**config.mk**
```make
export PLATFORM = sky130hd
export DESIGN_NAME = ctd_cell
export DESIGN_NICKNAME = d
export VERILOG_FILES = /design/src/rtl/call_depth_tracker_macros.svh /design/src/rtl/ctd_pkg.sv /design/src/rtl/ctd_cell.sv
export SDC_FILE = /design/constraint.sdc
export NUM_CORES = 1
export LEC_CHECK = 0
export ABC_AREA = 0
export BUFFER_PORTS_ARGS = -buffer_cell sky130_fd_sc_hd__buf_2
export CAP_MARGIN = 30
export CORE_ASPECT_RATIO = 0.7
export CORE_MARGIN = 1.5
export CORE_UTILIZATION = 54
export DETAILED_ROUTE_END_ITERATION = 7
export GPL_TIMING_DRIVEN = 0
export PLACE_DENSITY = 0.87
export SLEW_MARGIN = 20
export SYNTH_ARGS = -nofsm -noshare
export SYNTH_HDL_FRONTEND = slang
export SYNTH_SLANG_ARGS = --single-unit
```
**constraint.sdc**
```tcl
create_clock -name clock -period 1.9 [get_ports clock]
set_input_delay 0.095 -clock clock [delete_from_list [all_inputs] [get_ports clock]]
set_output_delay 0.095 -clock clock [all_outputs]
set_load 0.01 [all_outputs]
```
**src/rtl/call_depth_tracker_macros.svh**
```systemverilog
// Assertion macros shared by the call depth tracker RTL.
`ifndef CALL_DEPTH_TRACKER_MACROS_SVH
`define CALL_DEPTH_TRACKER_MACROS_SVH

// Checks that the consequent holds in the same cycle as the antecedent.
`define CTD_ASSERT_SAME(label, clk, rst, ante, cons, msg) \
   label: assert property (@(posedge clk) disable iff (rst) (ante) |-> (cons)) \
      else $error(msg);

// Checks that the consequent holds in the cycle after the antecedent.
`define CTD_ASSERT_NEXT(label, clk, rst, ante, cons, msg) \
   label: assert property (@(posedge clk) disable iff (rst) (ante) |=> (cons)) \
      else $error(msg);

`endif

```
**src/rtl/ctd_pkg.sv**
```systemverilog
// Types and constants shared by the call depth tracker modules.
package ctd_pkg;

   localparam int ADDR_W      = 48;
   localparam int NEST_W      = 6;
   localparam int KIND_W      = 2;
   localparam int REQ_TDATA_W = 48;
   localparam int RSP_TDATA_W = 16;

   localparam logic [KIND_W-1:0] KIND_FIRST   = 2'd0;
   localparam logic [KIND_W-1:0] KIND_SAME    = 2'd1;
   localparam logic [KIND_W-1:0] KIND_DEEPER  = 2'd2;
   localparam logic [KIND_W-1:0] KIND_SHALLOW = 2'd3;

   typedef logic [ADDR_W-1:0] addr_type;

   typedef struct packed {
      logic grows;
      logic load;
      logic shift;
      logic clear;
   } cell_ctrl_type;

   typedef struct packed {
      logic equal;
      logic deeper;
      logic stop;
   } cell_stat_type;

endpackage

```
**src/rtl/ctd_cell.sv**
```systemverilog
// One stack cell: a stored frame address, its compare against the request, and a search token.
module ctd_cell (
   input  logic                   clock,
   input  logic                   reset,
   input  ctd_pkg::addr_type      addr,
   input  ctd_pkg::cell_ctrl_type ctrl,
   input  logic                   sel,
   input  logic                   wr_en,
   input  logic                   tok_from_above,
   input  logic                   below_deeper,
   output ctd_pkg::cell_stat_type stat,
   output logic                   tok
);
   import ctd_pkg::*;

   addr_type entry_ff;
   logic     tok_ff;
   logic     tok_in;

   always_comb begin
      stat.equal  = (addr == entry_ff);
      stat.deeper = ctrl.grows ? (addr > entry_ff) : (addr < entry_ff);
      stat.stop   = tok_ff & below_deeper;
   end

   always_comb begin
      tok_in = tok_ff;
      if (ctrl.load) begin
         tok_in = sel;
      end else if (ctrl.shift) begin
         tok_in = tok_from_above;
      end else if (ctrl.clear) begin
         tok_in = 1'b0;
      end
   end

   always_ff @(posedge clock) begin
      if (reset) begin
         tok_ff <= 1'b0;
      end else begin
         tok_ff <= tok_in;
      end
   end

   always_ff @(posedge clock) begin
      if (wr_en) begin
         entry_ff <= addr;
      end
   end

   assign tok = tok_ff;

endmodule

```
==> metrics.csv, run 1 <==
metric,value,unit
via/cell ratio,5.148,
Hold Path Depth,1,
Ports,62,
GP Congestion,0.7704,
Die ar.,5570,µm²
hpwl dp,3998,µm
Critical-path top delay cell,edfxtp_1,
Finish-stage setup viols,2,
Overflow after GRT,0,
DRC viols,0,
CP Depth,9,
initial core utilization,0.5694,
Num CTS Buffers,5,
LEAKAGE,0.001774,µW
Multi-input gate area,1360,µm²
largest net degree at the start of global routing,27,
Synth top cells by count,"inv_1 (49), edfxtp_1 (48), ha_1 (48), a21oi_1 (26), nand2_1 (16)",
share of the synthesized area in the top cell type,0.5208,
Site Rows,21,
clock buffer depth,2,
detailed-route via count,2116,
Pins Over Slew Limit,0,
Critical Path Start Type,register,
number of detailed-route iterations in the first pass,4,
Layout Nets,447,
clock-pin transition on the worst setup and hold timing paths,0.10,ns
failing checks,negative setup slack,
ANT nets after route,0,
n_diodes,0,
Register Area,1461,µm²
final core occ,0.8021,
crit path kind,register to output pin,
Synth Area per Inst,11.88,µm²
RR Endpoint,tok,
Final period util,1.245,
initial antenna violation count,0,
worst r2r path cells,5,
CTS Root Buffer Type,clkbuf_8,
sum of negative setup slack,-0.7205,ns
Synth Flop Type,edfxtp_1,
Worst-Skew Late Latency,0.30,ns
final hold violation count,0,
CTS sink cnt,49,
"Power, Total",2516,µW
"Arr. time, crit path",2.27,ns
# port buffers,61,
vias in the first global route,2242,
most common cell in the synthesized netlist,inv_1,
Max Fanout on Critical Path,2,
max incr delay on CP,0.38,ns
status,"finished, violations left",
Synth cell types,29,
Layout Skew,0,ns
P per Cell Area,645.2,nW/µm²
Yosys reg bits,49,
first-pass GRT wire length,9915,µm
Horiz. Die Dim,88.57,µm
Crit. End Element,output pin,
Synth Cell Area,2768,µm²
post-synth net total,339,
# fillers,292,
share of cells above drive strength 1,0.3070,
register area share after synthesis,0.5280,
Worst-Margin Slew,0.5607,ns
"top cells by area, synth","edfxtp_1 (52%), ha_1 (22%), inv_1 (6.6%)",
WP buf/inv,2,
final worst setup slack,-0.4660,ns
Max-Cap Viols,0,
Layout area overhead,40.87,%
synth warn,0,
worst r2r src,tok,
Rel. slew slack,0.6262,
Hold Startpoint,addr[9],
htree depth,2,
cell taking the most area after synthesis,edfxtp_1,
GRT Total Usage,0.2422,
worst path required time,1.80,ns
R2R setup slack,1.01,ns
Cells after Synth,233,
Max Clk Rate,422.7,MHz
Vert. Die Dim,62.90,µm
Period minus WS final,2.366,ns
initial drt markers,86,
peak supply drop,0.0003922,V
number of flops mapped to enable cells by yosys,48,
CTS tree,yes,
Crit path max-delay family,compound AO/OA/AOI/OAI gates,
Post-synth ARST share,0,
hold endpoint,entry_ff[9],
worst path cell trace,"inv_1, ha_4, a21oi_2, o21ai_2, a221oi_2, o211ai_2, a211oi_2, mux2i_1, buf_2",
core area,4861,µm²
DR WL/cell,15.08,µm
RSZ-0062 raised after global routing,yes,
Post-Route WL,6196,µm
Hold Path Class,input pin to register,
[layout make-up]
type	instances	share of cell area
Multi-Input combinational cell	135	0.3488
Timing Repair Buffer	101	0.1849
Tap cell	69	0.02214
Clock buffer	5	0.01765
Sequential cell	49	0.3748
Clock inverter	3	0.004493
Inverter	49	0.04718
[metrics by stage]
stage / setup slack, ns / instance area [µm²] / instances / hold slack, ns
2_1_floorplan: 0.02781 / 2768 / 233 / 0.1674
3_3_place_gp: -0.2993 / 3159 / 363 / 0.2533
3_5_place_dp: -0.3785 / 3187 / 364 / 0.2619
4_1_cts: -0.4485 / 3852 / 410 / 0.01133
5_1_grt: -0.5685 / 3899 / 411 / 0.007260
6_report: -0.4660 / 3899 / 411 / 0.02102
[power by group]
group	leakage [µW]	switching (µW)	internal [µW]	total [µW]
sequential	0.000478	25.2	1280	1300
clock	0.0000439	362	255	618
combinational	0.00125	302	292	594
total	0.00177	689	1830	2520
[placed cells by master (no fill, tap or decap), types with 3 or more instances in the layout]
| cell type | netlist | layout |
|---|---|---|
| inv_2 | 0 | 4 |
| nand2_1 | 16 | 16 |
| o21ai_0 | 8 | 7 |
| buf_2 | 0 | 61 |
| nand4_2 | 4 | 3 |
| a21oi_1 | 26 | 23 |
| dlygate4sd3_1 | 0 | 38 |
| nor2_1 | 4 | 4 |
| nand4_1 | 6 | 6 |
| ha_1 | 48 | 34 |
| edfxtp_1 | 48 | 48 |
| clkbuf_8 | 0 | 5 |
| ha_4 | 0 | 14 |
| inv_1 | 49 | 45 |
[what timing repair did]
| action | in CTS | in global routing |
|---|---|---|
| endpoints found under the setup margin | 2 | 2 |
| endpoints found under the hold margin | 37 | 1 |
| resized for setup | 25 | 5 |
| pin swaps | 13 | 2 |
| hold buffers | 37 | 1 |
| buffers inserted | 1 | 0 |
[cell families after synthesis]
group,Yosys count,synth area share
flip-flops,49,0.5280
AND/OR/NAND/NOR,43,0.09449
multiplexers,1,0.003617
adder cells (fa/ha/maj),48,0.2170
buffers and inverters,49,0.06646
AO/OA/AOI/OAI,43,0.09041
[routing by layer]
metal | vias to the layer above | routed length, µm | track usage
met4 | 0 | 132 | 0.08789
li1 | 1057 | - | -
met5 | - | 0 | 0
met1 | 986 | 2695 | 0.2872
met3 | 15 | 249 | 0.05945
met2 | 58 | 3118 | 0.4227
[flip-flops by register name (all words and copies together) (netlist names)]
register	count
entry_ff	48
tok	1
[how the worst max path moves through the flow]
stage,to,from
3_5_place_dp,stat[1],entry_ff[47]
2_1_floorplan,stat[1],entry_ff[9]
6_report,stat[1],entry_ff[9]
3_3_place_gp,stat[1],entry_ff[47]
5_1_grt,stat[1],entry_ff[37]
4_1_cts,stat[1],entry_ff[11]
Note: power is estimated with default switching activity, not from simulation.
==> run 2: changes to the inputs <==
Settings changed: TNS_END_PERCENT set to 30.
==> metrics.csv, run 2 (synthesis gave the netlist of run 1 again) <==
metric,value,unit
GP Congestion,0.7704,
RR Endpoint,tok,
Multi-input gate area,1340,µm²
n_diodes,0,
"commonest cells after routing, fill and taps aside","buf_2 (61), edfxtp_1 (48), inv_1 (46)",
hpwl dp,3998,µm
Final period util,1.250,
failing checks,negative setup slack,
Largest Register,entry_ff,
DRC viols,0,
largest net degree at the start of global routing,27,
Period minus WS final,2.376,ns
crit path kind,register to output pin,
fin cells,410,
initial core utilization,0.5694,
Max Clk Rate,420.9,MHz
Max Fanout on Critical Path,2,
Register Area,1461,µm²
placed insts,364,
number of flip-flops under the largest register name,48,
CTS Root Buffer Type,clkbuf_8,
worst r2r src,tok,
CTS sink cnt,49,
peak supply drop,0.0003928,V
Layout area overhead,39.78,%
Finish-stage setup viols,2,
final core occ,0.7959,
Max-Cap Viols,0,
Critical Path Start Type,register,
# port buffers,61,
R2R setup slack,1.02,ns
Ports,62,
# fillers,292,
initial antenna violation count,0,
Crit. End Element,output pin,
clock-pin transition on the worst setup and hold timing paths,0.10,ns
vias in the first global route,2242,
Die ar.,5570,µm²
"Arr. time, crit path",2.28,ns
via/cell ratio,5.127,
htree depth,2,
initial drt markers,97,
RSZ-0062 raised after global routing,yes,
CTS tree,yes,
share of cells above drive strength 1,0.3021,
Hold Path Depth,1,
Overflow after GRT,0,
final worst setup slack,-0.4758,ns
Layout Nets,446,
number of detailed-route iterations in the first pass,4,
status,"finished, violations left",
P per Cell Area,646.9,nW/µm²
core area,4861,µm²
detailed-route via count,2102,
Pins Over Slew Limit,0,
Worst-Margin Slew,0.5606,ns
worst r2r path cells,5,
DR WL/cell,15.04,µm
"commonest non-fill, non-tap cell in the layout",buf_2,
Layout Skew,0,ns
clock buffer depth,2,
Rel. slew slack,0.6263,
GRT Total Usage,0.2422,
Hold Path Class,input pin to register,
final hold violation count,0,
Num CTS Buffers,5,
LEAKAGE,0.001769,µW
first-pass GRT wire length,9915,µm
Worst-Skew Late Latency,0.29,ns
Vert. Die Dim,62.90,µm
worst setup path start,entry_ff[11],
Horiz. Die Dim,88.57,µm
sum of negative setup slack,-0.7336,ns
ANT nets after route,0,
Hold WS,0.02159,ns
Post-Route WL,6165,µm
worst path required time,1.80,ns
Critical path destination,stat[1],
Site Rows,21,
## run 2: changes by cell type in the layout (fill, tap and decap cells not counted)
cell | before | now
ha_1 | 34 | 35
a21oi_4 | 1 | 0
inv_1 | 45 | 46
inv_2 | 4 | 3
dlygate4sd3_1 | 38 | 37
ha_4 | 14 | 13
a21oi_2 | 2 | 3
## run 2: per-stage QoR
stage / worst slack (ns) / total power (µW) / instance area (µm²)
after global placement: -0.2993 / 1718 / 3159
after global routing: -0.5795 / 2640 / 3869
final: -0.4758 / 2503 / 3869
after CTS: -0.4485 / 2478 / 3852
after detailed placement: -0.3785 / 1756 / 3187
after floorplan: 0.02781 / 1576 / 2768
## run 2: report_power, final
group | internal (µW) | leakage [µW] | switching (µW)
Clock | 255 | 0.0000439 | 362
Sequential | 1280 | 0.000478 | 24.9
Combinational | 285 | 0.00125 | 297
Total | 1820 | 0.00177 | 684
## run 2: worst min-delay path by stage
stage,startpoint,end
final,addr[11],entry_ff[11]
after global routing,addr[37],entry_ff[37]
after CTS,addr[39],entry_ff[39]
after detailed placement,reset,tok
after global placement,reset,tok
after floorplan,reset,tok
## run 2: per-layer routing
metal,vias to the layer above,GRT usage,part of all wire
li1,1055,-,-
met1,986,0.2872,0.44
met2,49,0.4227,0.50
met3,12,0.05945,0.036
met4,0,0.08789,0.019
met5,-,0,0
## run 2: area by class of cell
cell class,instances,area share
Sequential cell,49,0.3777
Timing Repair Buffer,100,0.1837
Inverter,49,0.04754
Clock inverter,3,0.004528
Clock buffer,5,0.01779
Multi-Input combinational cell,135,0.3464
Tap cell,69,0.02232
## run 2: critical path: stages, from the launching register on
cell,delay (ns)
edfxtp_1,0.39
inv_2,0.08
ha_4,0.20
a21oi_2,0.16
o21ai_2,0.08
a221oi_2,0.34
o211ai_2,0.14
a211oi_2,0.21
mux2i_1,0.21
buf_2,0.15
## run 2: what timing repair did
item                       4_1_cts  5_1_grt
resized for setup               25        2
pin swaps                       14        1
hold buffers                    37        0
hold endpoints to repair        37        0
setup endpoints to repair        2        2
setup buffers                    1        0
cloned                           0        0
==> run 3: changes to the inputs <==
Settings changed: CORE_UTILIZATION 54 to 58, PLACE_DENSITY 0.87 to 0.92, SETUP_SLACK_MARGIN set to 0.1.
Clock period 1.9 ns to 3 ns, I/O delays scaled along.
==> metrics.csv, run 3 (synthesis gave the netlist of run 1 again) <==
metric,value,unit
status,"finished, violations left",
failing checks,design-rule violations,
worst r2r path cells,5,
GP Congestion,0.8152,
Layout Skew,0,ns
Hold Buf Count CTS,0,
Finish-stage setup viols,0,
"commonest non-fill, non-tap cell in the layout",buf_2,
initial core utilization,0.6213,
Max Clk Rate,370.2,MHz
largest net degree at the start of global routing,26,
"Power, Total",1477,µW
peak supply drop,0.0003624,V
Post-Route WL,5233,µm
core area,4454,µm²
Ports,62,
"Cell Area, Placed",3169,µm²
# port buffers,61,
Die ar.,5202,µm²
Rel. slew slack,0.6029,
initial drt markers,126,
CTS tree,yes,
clock-pin transition on the worst setup and hold timing paths,0.08,ns
CTS sink cnt,49,
DRC viols,4,
LEAKAGE,0.001585,µW
max incr delay on CP,0.38,ns
detailed-route via count,1898,
vias in the first global route,1936,
RSZ-0062 raised after global routing,no,
Period minus WS final,2.701,ns
clock buffer depth,2,
Max Fanout on Critical Path,4,
Resized Gates After CTS,0,
Critical Path Start Type,register,
ANT nets after route,0,
share of cells above drive strength 1,0.2574,
htree depth,2,
Max-Cap Viols,0,
hpwl dp,4274,µm
final hold violation count,0,
Overflow after GRT,0,
Worst-Skew Late Latency,0.29,ns
n_diodes,0,
worst path required time,2.85,ns
Site Rows,20,
CTS Root Buffer Type,clkbuf_8,
Final period util,0.9004,
crit path kind,register to output pin,
worst path cell trace,"inv_1, ha_1, a21oi_1, nand2_1, a221oi_2, o211ai_2, a211oi_1, mux2i_1, buf_2",
Hold Path Class,input pin to register,
DR WL/cell,14.62,µm
Largest Register,entry_ff,
first-pass GRT wire length,8631,µm
Horiz. Die Dim,85.57,µm
Worst-Margin Slew,0.5957,ns
Post-Layout Inst Area,3252,µm²
initial antenna violation count,0,
"commonest cells after routing, fill and taps aside","buf_2 (61), inv_1 (49), ha_1 (48), edfxtp_1 (48), a21oi_1 (26)",
Hold Path Depth,2,
Critical-path top delay cell,edfxtp_1,
"Setup Fix Bufs, Post-CTS",0,
Pins Over Slew Limit,0,
"Arr. time, crit path",2.55,ns
number of flip-flops under the largest register name,48,
sum of negative setup slack,0,ns
via/cell ratio,5.302,
number of detailed-route iterations in the first pass,6,
P per Cell Area,454.1,nW/µm²
Vert. Die Dim,60.80,µm
GRT Total Usage,0.2217,
Layout Nets,408,
Crit. End Element,output pin,
Layout area overhead,17.50,%
Num CTS Buffers,5,
-- run 3: cell types whose count changed in the layout (fill, tap and decap cells not counted), moves of 3 or more --
cell / change
a21oi_1: +3
a21oi_2: -3
dlygate4sd3_1: -37
ha_1: +13
ha_4: -13
inv_1: +3
inv_2: -3
-- run 3: worst paths after layout --
kind	start	end	slack (ns)
setup / recovery	entry_ff[14]	stat[1]	0.30
hold / removal	reset	tok	0.02
setup reg to reg	tok	tok	2.10
hold reg to reg	tok	tok	0.82
-- run 3: routing by layer --
layer	vias up	global-route usage	wire length, µm
li1	974	-	-
met1	864	0.2781	2274
met2	54	0.3948	2585
met3	6	0.05306	320
met4	0	0.06221	52
met5	-	0	0
-- run 3: through the flow --
step           setup WS [ns]  std cells    util  hold slack [ns]
6_report              0.2989        358  0.7301          0.01773
5_1_grt               0.1356        358  0.7301          0.01630
4_1_cts               0.3251        358  0.7301          0.01160
3_5_place_dp          0.6759        350  0.7115           0.3241
3_3_place_gp          0.7752        349  0.7053           0.3078
2_1_floorplan          1.073        233       -           0.2224
-- run 3: layout make-up --
| type | count | area [µm²] |
|---|---|---|
| sequential | 49 | 1461 |
| clock inverter | 2 | 10.01 |
| clock buffer | 6 | 72.57 |
| timing repair buffer | 62 | 332.8 |
| fill | 314 | 1202 |
| tap | 55 | 68.82 |
| inverter | 49 | 183.9 |
| multi-input combinational | 135 | 1122 |
-- run 3: power by group --
part	total, µW	switching [µW]	internal, µW
Combinational	279	157	122
Sequential	825	14.8	810
Clock	373	211	162
Total	1480	383	1090
-- run 3: critical path: cells and delay by family, from the launching register on --
kind                       cells  cell delay, ns
AOI/OAI and AO/OA              4            1.08
DFF                            1            0.38
adders and majority gates      1            0.26
and+or+nand+nor                1            0.11
buffers and inverters          2            0.22
muxes                          1            0.23
